<file path="config.mk">
export PLATFORM = sky130hd
export DESIGN_NAME = ordered_list_append_delete_core
export DESIGN_NICKNAME = d
export VERILOG_FILES = /design/src/hdl/olad_pkg.sv /design/src/hdl/olad_cell.sv /design/src/hdl/olad_ctrl.sv /design/src/hdl/ordered_list_append_delete_core.sv
export SDC_FILE = /design/constraint.sdc
export NUM_CORES = 1
export LEC_CHECK = 0
export BUFFER_PORTS_ARGS = -buffer_cell sky130_fd_sc_hd__buf_2
export CAP_MARGIN = 20
export CORE_ASPECT_RATIO = 1.1
export CORE_MARGIN = 3
export CORE_UTILIZATION = 30
export DETAILED_ROUTE_END_ITERATION = 6
export HOLD_SLACK_MARGIN = 0.1
export RECOVER_POWER = 50
export SLEW_MARGIN = 30
export SYNTH_ARGS = -nofsm -noshare
export SYNTH_HDL_FRONTEND = slang
export SYNTH_SLANG_ARGS = --single-unit
</file>
<file path="constraint.sdc">
create_clock -name clk -period 10.2 [get_ports clk]
set_clock_uncertainty 0.15 [all_clocks]
set_input_delay 0 -clock clk [delete_from_list [all_inputs] [get_ports clk]]
set_output_delay 0 -clock clk [all_outputs]
set_load 0.05 [all_outputs]
</file>
<file path="src/hdl/olad_pkg.sv">
// shared types and constants for the ordered list core
`timescale 1ns / 1ps
`default_nettype none
package olad_pkg;

	// default list capacity
	localparam int DEPTH_DEF = 16;

	// command codes
	typedef enum logic [1:0] {
		OP_APPEND   = 2'd0,
		OP_REMOVE   = 2'd1,
		OP_DUMP_FWD = 2'd2,
		OP_DUMP_BWD = 2'd3
	} op_t;

	// response status codes
	typedef enum logic [2:0] {
		RS_DONE      = 3'd0,
		RS_NOT_FOUND = 3'd1,
		RS_EMPTY     = 3'd2,
		RS_FULL      = 3'd3,
		RS_ENTRY     = 3'd4
	} status_t;

	// command beat
	typedef struct packed {
		op_t                op;
		logic signed [31:0] value;
	} cmd_t;

	// response beat
	typedef struct packed {
		status_t            status;
		logic signed [31:0] entry_value;
		logic               last;
	} rsp_t;

	// controller states
	typedef enum logic [1:0] {
		S_IDLE,
		S_REMOVE,
		S_DUMP_FWD,
		S_DUMP_BWD
	} state_t;

	// action applied to the cell row on each clock edge
	typedef enum logic [2:0] {
		CELL_HOLD,
		CELL_LOAD,
		CELL_FWD,
		CELL_BWD,
		CELL_SHIFT
	} cell_op_t;

	typedef struct packed {
		cell_op_t           op;
		logic signed [31:0] value;
	} cell_ctrl_t;

endpackage
`default_nettype wire

</file>
<file path="src/hdl/olad_cell.sv">
// one storage cell of the list row
`timescale 1ns / 1ps
`default_nettype none
module olad_cell import olad_pkg::*; #(
	parameter int DEPTH = DEPTH_DEF,
	parameter int IDX   = 0
) (
	input  wire logic                         clk,
	input  wire cell_ctrl_t                   ctrl,
	input  wire logic [$clog2(DEPTH)-1:0]     sel,
	input  wire logic signed [31:0]           key,
	input  wire logic signed [31:0]           up,
	input  wire logic signed [31:0]           down,
	output logic signed [31:0]                data,
	output logic                              hit
);

	localparam int IW = $clog2(DEPTH);

	logic signed [31:0] data_q;
	logic               mine;

	// this cell is the one addressed by the controller
	assign mine = (sel == IW'(IDX));

	// compare against the search key when addressed
	assign hit  = mine && (data_q == key);
	assign data = data_q;

	// entry register, moves with its neighbours
	always_ff @(posedge clk) begin
		case (ctrl.op)
			CELL_HOLD:  data_q <= data_q;
			CELL_LOAD:  if (mine) data_q <= ctrl.value;
			CELL_FWD:   data_q <= up;
			CELL_BWD:   data_q <= down;
			CELL_SHIFT: if (mine) data_q <= up;
			default:    data_q <= data_q;
		endcase
	end

endmodule
`default_nettype wire

</file>
<file path="src/hdl/olad_ctrl.sv">
// sequencer for the list row: count, step index and response register
`timescale 1ns / 1ps
`default_nettype none
module olad_ctrl import olad_pkg::*; #(
	parameter int DEPTH = DEPTH_DEF
) (
	input  wire logic                       clk,
	input  wire logic                       arst_n,
	input  wire logic                       cmd_valid,
	output logic                            cmd_stall,
	input  wire cmd_t                       cmd,
	output logic                            rsp_valid,
	input  wire logic                       rsp_stall,
	output rsp_t                            rsp,
	output cell_ctrl_t                      cell_ctrl,
	output logic [$clog2(DEPTH)-1:0]        cell_sel,
	output logic signed [31:0]              cell_key,
	input  wire logic signed [31:0]         head,
	input  wire logic signed [31:0]         tail,
	input  wire logic [DEPTH-1:0]           hit
);

	localparam int IW = $clog2(DEPTH);
	localparam int CW = $clog2(DEPTH + 1);

	state_t             state_q, state_d;
	logic [IW-1:0]      k_q, k_d;
	logic [CW-1:0]      count_q, count_d;
	logic               found_q, found_d;
	logic signed [31:0] key_q, key_d;
	rsp_t               rsp_q, rsp_d;
	logic               rsp_valid_q;
	logic               emit;
	logic               slot_free;
	logic [CW-1:0]      k_ext;
	logic               full, empty;
	logic               final_step, found_now, emitting;

	assign slot_free = !rsp_valid_q || !rsp_stall;
	assign k_ext     = CW'(k_q);
	assign full      = (count_q == CW'(DEPTH));
	assign empty     = (count_q == '0);
	assign found_now = found_q || (|hit);

	// address: first free slot when idle, step index otherwise
	assign cell_sel = (state_q == S_IDLE) ? count_q[IW-1:0] : k_q;
	assign cell_key = key_q;

	// next state and row control
	always_comb begin
		state_d    = state_q;
		k_d        = k_q;
		count_d    = count_q;
		found_d    = found_q;
		key_d      = key_q;
		emit       = 1'b0;
		rsp_d      = '{status: RS_DONE, entry_value: '0, last: 1'b1};
		cell_ctrl  = '{op: CELL_HOLD, value: cmd.value};
		cmd_stall  = 1'b1;
		final_step = 1'b0;
		emitting   = 1'b0;
		case (state_q)
			S_IDLE: begin
				cmd_stall = !slot_free;
				if (cmd_valid && slot_free) begin
					case (cmd.op)
						OP_APPEND: begin
							emit = 1'b1;
							if (full) begin
								rsp_d.status = RS_FULL;
							end else begin
								cell_ctrl.op = CELL_LOAD;
								count_d      = count_q + 1'b1;
							end
						end
						OP_REMOVE: begin
							if (empty) begin
								emit         = 1'b1;
								rsp_d.status = RS_EMPTY;
							end else begin
								key_d   = cmd.value;
								found_d = 1'b0;
								k_d     = '0;
								state_d = S_REMOVE;
							end
						end
						default: begin
							if (empty) begin
								emit         = 1'b1;
								rsp_d.status = RS_EMPTY;
							end else begin
								k_d     = '0;
								state_d = (cmd.op == OP_DUMP_FWD) ? S_DUMP_FWD : S_DUMP_BWD;
							end
						end
					endcase
				end
			end
			// search token walks the row; after a match each cell takes its upper neighbour
			S_REMOVE: begin
				final_step = (k_ext == count_q - 1'b1);
				if (!final_step || slot_free) begin
					if (found_now) cell_ctrl.op = CELL_SHIFT;
					found_d = found_now;
					k_d     = k_q + 1'b1;
					if (final_step) begin
						emit    = 1'b1;
						state_d = S_IDLE;
						if (found_now) begin
							count_d           = count_q - 1'b1;
							rsp_d.entry_value = key_q;
						end else begin
							rsp_d.status = RS_NOT_FOUND;
						end
					end
				end
			end
			// full rotation toward the head, emit from cell zero
			S_DUMP_FWD: begin
				emitting = (k_ext < count_q);
				if (!emitting || slot_free) begin
					cell_ctrl.op = CELL_FWD;
					k_d          = k_q + 1'b1;
					if (emitting) begin
						emit              = 1'b1;
						rsp_d.status      = RS_ENTRY;
						rsp_d.entry_value = head;
						rsp_d.last        = (k_ext == count_q - 1'b1);
					end
					if (k_q == IW'(DEPTH - 1)) state_d = S_IDLE;
				end
			end
			// full rotation toward the top, emit from the last cell
			S_DUMP_BWD: begin
				emitting = (k_ext >= (CW'(DEPTH) - count_q));
				if (!emitting || slot_free) begin
					cell_ctrl.op = CELL_BWD;
					k_d          = k_q + 1'b1;
					if (emitting) begin
						emit              = 1'b1;
						rsp_d.status      = RS_ENTRY;
						rsp_d.entry_value = tail;
						rsp_d.last        = (k_q == IW'(DEPTH - 1));
					end
					if (k_q == IW'(DEPTH - 1)) state_d = S_IDLE;
				end
			end
			default: begin
				state_d = S_IDLE;
			end
		endcase
	end

	// control registers
	always_ff @(posedge clk or negedge arst_n) begin
		if (!arst_n) begin
			state_q     <= S_IDLE;
			k_q         <= '0;
			count_q     <= '0;
			found_q     <= 1'b0;
			rsp_valid_q <= 1'b0;
		end else begin
			state_q <= state_d;
			k_q     <= k_d;
			count_q <= count_d;
			found_q <= found_d;
			if (emit) begin
				rsp_valid_q <= 1'b1;
			end else if (!rsp_stall) begin
				rsp_valid_q <= 1'b0;
			end
		end
	end

	// payload registers
	always_ff @(posedge clk) begin
		key_q <= key_d;
		if (emit) rsp_q <= rsp_d;
	end

	assign rsp_valid = rsp_valid_q;
	assign rsp       = rsp_q;

endmodule
`default_nettype wire

</file>
<file path="src/hdl/ordered_list_append_delete_core.sv">
// Ordered list core: row of DEPTH entry cells driven by one sequencer.
// Append, and any command on an empty list: beat registered as the command is accepted.
// Remove: a search token walks live cells one per cycle, then one beat once the slot is free.
// Dumps: the row rotates one place per cycle through one full turn, one beat per live entry;
//   a stalled response beat holds the rotation. One command in flight at a time.
// Reset clears the count, the sequencer state and the response valid; entries are not cleared.
`timescale 1ns / 1ps
`default_nettype none
module ordered_list_append_delete_core import olad_pkg::*; #(
	parameter int DEPTH = DEPTH_DEF
) (
	input  wire logic  clk,
	input  wire logic  arst_n,
	input  wire logic  cmd_valid,
	output logic       cmd_stall,
	input  wire cmd_t  cmd,
	output logic       rsp_valid,
	input  wire logic  rsp_stall,
	output rsp_t       rsp
);

	localparam int IW = $clog2(DEPTH);

	cell_ctrl_t         cell_ctrl;
	logic [IW-1:0]      cell_sel;
	logic signed [31:0] cell_key;
	logic signed [31:0] cell_data [DEPTH];
	logic [DEPTH-1:0]   hit;

	// sequencer
	olad_ctrl #(
		.DEPTH(DEPTH)
	) u_ctrl (
		.clk       (clk),
		.arst_n    (arst_n),
		.cmd_valid (cmd_valid),
		.cmd_stall (cmd_stall),
		.cmd       (cmd),
		.rsp_valid (rsp_valid),
		.rsp_stall (rsp_stall),
		.rsp       (rsp),
		.cell_ctrl (cell_ctrl),
		.cell_sel  (cell_sel),
		.cell_key  (cell_key),
		.head      (cell_data[0]),
		.tail      (cell_data[DEPTH-1]),
		.hit       (hit)
	);

	// row of cells, closed into a ring for rotation
	for (genvar i = 0; i < DEPTH; i++) begin : g_cell
		olad_cell #(
			.DEPTH(DEPTH),
			.IDX  (i)
		) u_cell (
			.clk  (clk),
			.ctrl (cell_ctrl),
			.sel  (cell_sel),
			.key  (cell_key),
			.up   (cell_data[(i + 1) % DEPTH]),
			.down (cell_data[(i + DEPTH - 1) % DEPTH]),
			.data (cell_data[i]),
			.hit  (hit[i])
		);
	end

endmodule
`default_nettype wire
</file>
==> Word level (Yosys, flattened, before mapping) <==
Index checks and enable logic that the tools add are counted.
{ "word_totals": {"in_bits": 38, "output_inout_bits": 38, "reg_bits": 593, "wordCells": 290} }
{ "classes": {"reduce_logical": 56, "n_lt_le_gt_ge": 2, "n_eq_ne": 87, "n_mux": 115, "bitwise": 1, "addsub": 4} }
{ "op_table": {"columns": ["op", "n"], "rows": [
  ["one-hot mux 32 bit (4 select lines)", 16],
  ["two-way mux 32 bit", 33],
  ["equality test 32 bit", 16],
  ["two-way mux 36 bit", 4],
  ["one-hot mux 32 bit (3 select lines)", 1],
  ["inequality test 2 x 1 -> 1 bit (second input constant)", 38],
  ["AND reduction 3 bit", 16],
  ["equality test 4 bit (second input constant)", 9],
  ["two-way mux 35 bit", 1],
  ["two-way mux 33 bit", 1],
  ["two-way mux 5 bit", 6],
  ["two-way mux 4 bit", 7],
  ["two-way mux 2 bit", 12],
  ["one-hot mux 3 bit (4 select lines)", 2],
  ["two-way mux 1 bit", 19],
  ["two-way mux 3 bit", 6],
  ["logical AND 1 bit", 17],
  ["equality test 4 x 3 -> 1 bit (second input constant)", 4],
  ["one-hot mux 4 bit (4 select lines)", 1],
  ["OR reduction 16 bit", 1],
  ["AND reduction 7 bit", 2],
  ["inequality test 2 bit (second input constant)", 6],
  ["one-hot mux 5 bit (2 select lines)", 1],
  ["equality test 4 x 2 -> 1 bit (second input constant)", 2],
  ["29 further kinds", 44]
]} }

==> Longest topological paths before layout <==
{ "logic_depth": {"ltp_word": 12, "ltp_mapped": 15, "mapped_depth_nobuf": 12} }

==> Modules after synthesis <==
From an unflattened synthesis, not the netlist that was laid out.
{ "hier_totals": {"cells_unflattened": 2895, "area_unflattened_um2": 35642.9} }
{ "modules_own_cells": {"columns": ["module", "cells_each", "n_inst", "area_per_inst_um2", "seq_area_each_um2"], "rows": [
  ["olad_cell (g_cell[10].u_cell ...)", 160, 4, 1989.4, 960.9],
  ["olad_cell (g_cell[11].u_cell ...)", 160, 4, 1986.9, 960.9],
  ["olad_cell (g_cell[1].u_cell ...)", 161, 4, 1938.1, 960.9],
  ["olad_ctrl", 328, 1, 4081.4, 2367.3],
  ["olad_cell (g_cell[12].u_cell ...)", 161, 2, 1991.9, 960.9],
  ["olad_cell (g_cell[15].u_cell)", 160, 1, 1984.4, 960.9],
  ["olad_cell (g_cell[0].u_cell)", 161, 1, 1935.6, 960.9]
]} }

==> Worst setup path after synthesis <==
OpenSTA, ideal clock, no wires.
{ "synth_path": {"kind": "register to register", "from": "register u_ctrl.count_q[0]", "to": "register g_cell[0].u_cell.data_q[0], enable pin", "setup_slack_ps": 5240, "path_buffers": 4, "arrival_ps": 4378, "stages_incl_launch_ff": 15, "synth_period_minus_slack_ps": 4960, "setup_ps": 432, "cell_sequence": "dfrtp_1 -> clkbuf_1 -> inv_1 -> ha_1 -> inv_1 -> ha_1 -> a21o_1 -> a21o_1 -> a21oi_1 -> o311a_1 -> clkbuf_1 -> buf_1 -> nor4b_4 -> buf_2 -> a21oi_1"} }
{ "synth_via": {"elab_chain_cells": 11, "elab_cells_between_ends": 63} }
{ "synth_rtl": {"columns": ["element", "line", "rtl"], "rows": [
  ["start: declaration", "olad_ctrl.sv:28", "logic [CW-1:0] count_q, count_d;"],
  ["start signal: assignment", "olad_ctrl.sv:165", "count_q <= count_d;"],
  ["branches (longest 10 deep; another with subtractor 5 bit)", null, null],
  ["AND reduction 3 bit (no source line) (*)", null, null],
  ["end signal: assignment", "olad_cell.sv:33", "CELL_HOLD: data_q <= data_q;"],
  ["end signal: assignment", "olad_cell.sv:34", "CELL_LOAD: if (mine) data_q <= ctrl.value;"],
  ["end signal: assignment", "olad_cell.sv:35", "CELL_FWD: data_q <= up;"],
  ["end: declaration", "olad_cell.sv:20", "logic signed [31:0] data_q;"]
]} }
Mark *: on every way between the ends.
A chain may end at the register's enable or synchronous reset.

==> Final worst setup path <==
{ "layout_path": {"from": "register u_ctrl.key_q[17], in the netlist u_ctrl.cell_key[17]", "to": "register g_cell[15].u_cell.data_q[21], enable pin"} }
{ "layout_via": {"elab_chain_cells": 10, "elab_cells_between_ends": 45} }
{ "layout_rtl": {"columns": ["element", "line", "rtl"], "rows": [
  ["start: declaration", "olad_ctrl.sv:30", "logic signed [31:0] key_q, key_d;"],
  ["start signal: assignment", "olad_ctrl.sv:177", "key_q <= key_d;"],
  ["equality test 32 bit", "olad_cell.sv:27", "assign hit = mine && (data_q == key);"],
  ["logical AND 1 bit", "olad_cell.sv:27", null],
  ["OR reduction 16 bit (*)", "olad_ctrl.sv:43", "assign found_now = found_q || (|hit);"],
  ["logical OR 1 bit (*)", "olad_ctrl.sv:43", null],
  ["two-way mux 3 bit (*)", "olad_ctrl.sv:103", "if (found_now) cell_ctrl.op = CELL_SHIFT;"],
  ["two-way mux 3 bit (*)", "olad_ctrl.sv:102", "if (!final_step || slot_free) begin"],
  ["one-hot mux 3 bit (4 select lines) (*)", "olad_ctrl.sv:62", "case (state_q)"],
  ["equality test 3 bit (tied with other cells)", "olad_cell.sv:32", "case (ctrl.op)"],
  ["inequality test 2 x 1 -> 1 bit (no source line) / nonzero test 4 bit (equally long branches)", null, null],
  ["AND reduction 3 bit (no source line) (*)", null, null],
  ["end signal: assignment", "olad_cell.sv:33", null],
  ["end signal: assignment", "olad_cell.sv:34", null],
  ["end signal: assignment", "olad_cell.sv:35", null],
  ["end: declaration", "olad_cell.sv:20", null]
]} }
Mark *: on every way between the ends. The rest lies on a longest branch, timed or not.

==> results.md <==
- Syn-to-layout area delta: 12.5%
- Vias in the first global route: 22400
- Period utilization: 0.816
- Initial core utilization: 0.303
- CTS tree: done
- Critical-path top delay cell: clkbuf_1
- Violated checks: capacitance limit, slew limit
- H-tree depth: 3
- Overall global routing resource usage: 0.242
- Crit path cell chain: xor2_1 -> nor4_1 -> nand4_1 -> nor3_1 -> a41o_1 -> nor4_1 -> a21oi_1 -> nor4b_1 -> clkbuf_1 -> a21oi_1 -> clkbuf_1
- Mapped Avg Cell Area: about 14 sq um
- Critical path class: reg -> reg
- Vias per cell: ~6.3
- Setup bufs post-CTS: 0
- DRC Markers: 0
- WP buf/inv: 2
- Yosys reg bits: 593
- Final #Nets: between 2000 and 2500
- Status: complete, but fails checks
- Share of layout cells above drive strength 1: 0.0898
- Crit Path Max Fanout: 24
- Multi-input gate area: ~13000 sq um
- Most frequent cell after synthesis: edfxtp_1
- Rel. slew slack: -1.46
- Bufs on Longest Clock Path: 3
- Chip Width: between 300 and 400 microns
- Full die area: 112000 sq um
- Commonest cells in the netlist: edfxtp_1 (580), a221o_1 (513), xor2_1 (269), xnor2_1 (253), buf_2 (90)
- Core ar.: around 110000 sq um
- Final setup fails: 0
- Register area: around 18000 sq um
- # rows: between 100 and 150
- I/O Buffers: 75
- RSZ-0062 raised after global routing: no
- Aggregate global routing overflow: 0
- Post-synth top area share: 0.536
- Worst Tran Pin Value: around 3.7 ns
- Root Driver: clkbuf_16
- Max-slew violations: about 500
- Clock Sink Count: roughly 600
- Crit path DAT: 8.34 ns
- Pin count of the biggest net entering global routing: between 200 and 250
- Routed wire length: 140000 microns
- Asr flop ratio synth: 0.0219
- Worst r2r src: u_ctrl.cell_key[17]
- TNS Setup: 0 ns
- Reg clk slew, reported paths: 0.06 ns
- Skew-Pair Late Insertion Delay: about 0.64 ns
- Mapped cell area: approximately 32000 sq um
- CTS Buf Count: between 70 and 80
- CP top delay family: buffers and inverters
- Register area share after synthesis: 0.546
- Detail Placement HPWL: slightly below 100000 microns
- Routability cong.: around 1.0
- CP Launch Type: flop
- Crit path time final: 8.32 ns
- Hold Vio Cnt, Final: 0
- Crit path from: u_ctrl.cell_key[17]
- Final core utilization: 0.340
- Post-Syn Instances: roughly 2300
- Maximum clock frequency: about 0.12 GHz
- Syn nets: about 2400
- Worst hold start: cmd[33]
- Setup crit end kind: flop
- Number of warnings issued by yosys: 0
- Max Cap Viol: 23
- Top cells by area, synth: edfxtp_1 (54%), a221o_1 (16%), xor2_1 (7.3%)
- 1st-iter DRT viols: 4286
- Final ANT Viol Nets: 0
- Ys flop type: edfxtp_1
- Initial antenna violation count: 5
- Drt wl/cell: about 37 microns
- WP data required: between 10 and 15 ns
- Distinct cells, synth: 55
- Via count: between 20000 and 25000
- I/O pin total: between 70 and 80
- Crit-path max cell delay: slightly below 2 ns
- Top cell type by total area after synthesis: edfxtp_1
- Die H: around 350 microns
- Hold Crit Class: in -> reg
- Drt pass-1 iters: 7
- Cts repair resizes: 0
- Fill count: around 10000
- First-pass GRT wire length: around 190000 microns
- Post-synth EDFFs: 580
-- cells in the final DEF (no fill, tap or decap), types with 36 or more instances in the layout --
master	synthesis	routed
nand4_1	81	81
xor2_1	269	269
a221o_1	513	513
dlygate4sd3_1	0	71
xnor2_1	253	253
buf_4	20	49
edfxtp_1	580	580
clkbuf_1	73	93
clkbuf_16	0	74
a21o_1	36	36
nor4_1	84	82
-- metrics by stage --
| stage | cell area, sq um | std cells | hold WS [ns] | setup WS (ns) |
|---|---|---|---|---|
| final | 36500 | 3828 | 0.138 | 1.88 |
| after global routing | 36500 | 3825 | 0.170 | 1.82 |
| after CTS | 36800 | 3820 | 0.120 | 3.91 |
| after detailed placement | 33900 | 3624 | -0.234 | 3.95 |
| after global placement | 33800 | 3619 | -0.235 | 3.97 |
| after floorplan | 32500 | 2323 | -0.446 | 5.24 |
-- registers in the layout, indices dropped and copies added, names as in the netlist --
signal / cells
g_cell.u_cell.data: 512
u_ctrl.rsp: 36
u_ctrl.cell_key: 32
u_ctrl.count_q: 5
u_ctrl.k_q: 4
u_ctrl.state_q: 2
u_ctrl.found_q: 1
u_ctrl.rsp_valid: 1
-- cell families after synthesis --
kind of cell	share of synthesized area
XOR/XNOR	0.141
multiplexers	0.000308
flip-flops	0.546
adder cells (fa/ha/maj)	0.00462
AND/OR/NAND/NOR	0.0707
buffers and inverters	0.0496
AO/OA/AOI/OAI	0.187
-- final timing paths --
kind                                                    to  slack, ns  cells past startpoint
worst min-delay path                     u_ctrl.state_q[1]       0.14                      4
worst max register to register  g_cell[15].u_cell.data[21]       1.88                     11
worst min register to register              u_ctrl.found_q       0.38                      1
min in group asynchronous                 u_ctrl.rsp_valid       0.32                      3
worst max-delay path            g_cell[15].u_cell.data[21]       1.88                     11
max in group asynchronous                u_ctrl.count_q[3]       9.17                      3
-- area by class of cell --
type | count | share of cell area
timing repair buffer | 213 | 0.0426
tap | 1408 | 0.0482
antenna | 3 | 0.000205
inverter | 19 | 0.00195
clock buffer | 90 | 0.0523
multi-input combinational | 1467 | 0.361
clock inverter | 35 | 0.00863
sequential | 593 | 0.485
-- layer usage --
layer	vias up	track usage	wire length (microns)
li1	9660	-	-
met1	12400	0.314	53200
met2	1805	0.371	62100
met3	346	0.0491	14400
met4	4	0.150	10400
met5	-	0	27
-- repair_timing --
action / 4_1_cts / 5_1_grt
hold buffers: 71 / 0
hold endpoints to repair: 561 / 0
endpoints found under the setup margin: 0 / 0
-- worst register-to-register path, stage by stage (launching register included) --
cell      delay [ns]
edfxtp_1        0.95
xor2_1          0.30
nor4_1          0.84
nand4_1         0.50
nor3_1          0.49
a41o_1          0.28
nor4_1          0.13
a21oi_1         0.25
nor4b_1         0.10
clkbuf_1        0.58
a21oi_1         1.28
clkbuf_1        1.96
Power is not shown: default switching activity piles up to over one toggle a cycle in this logic, so the estimate is an artifact.
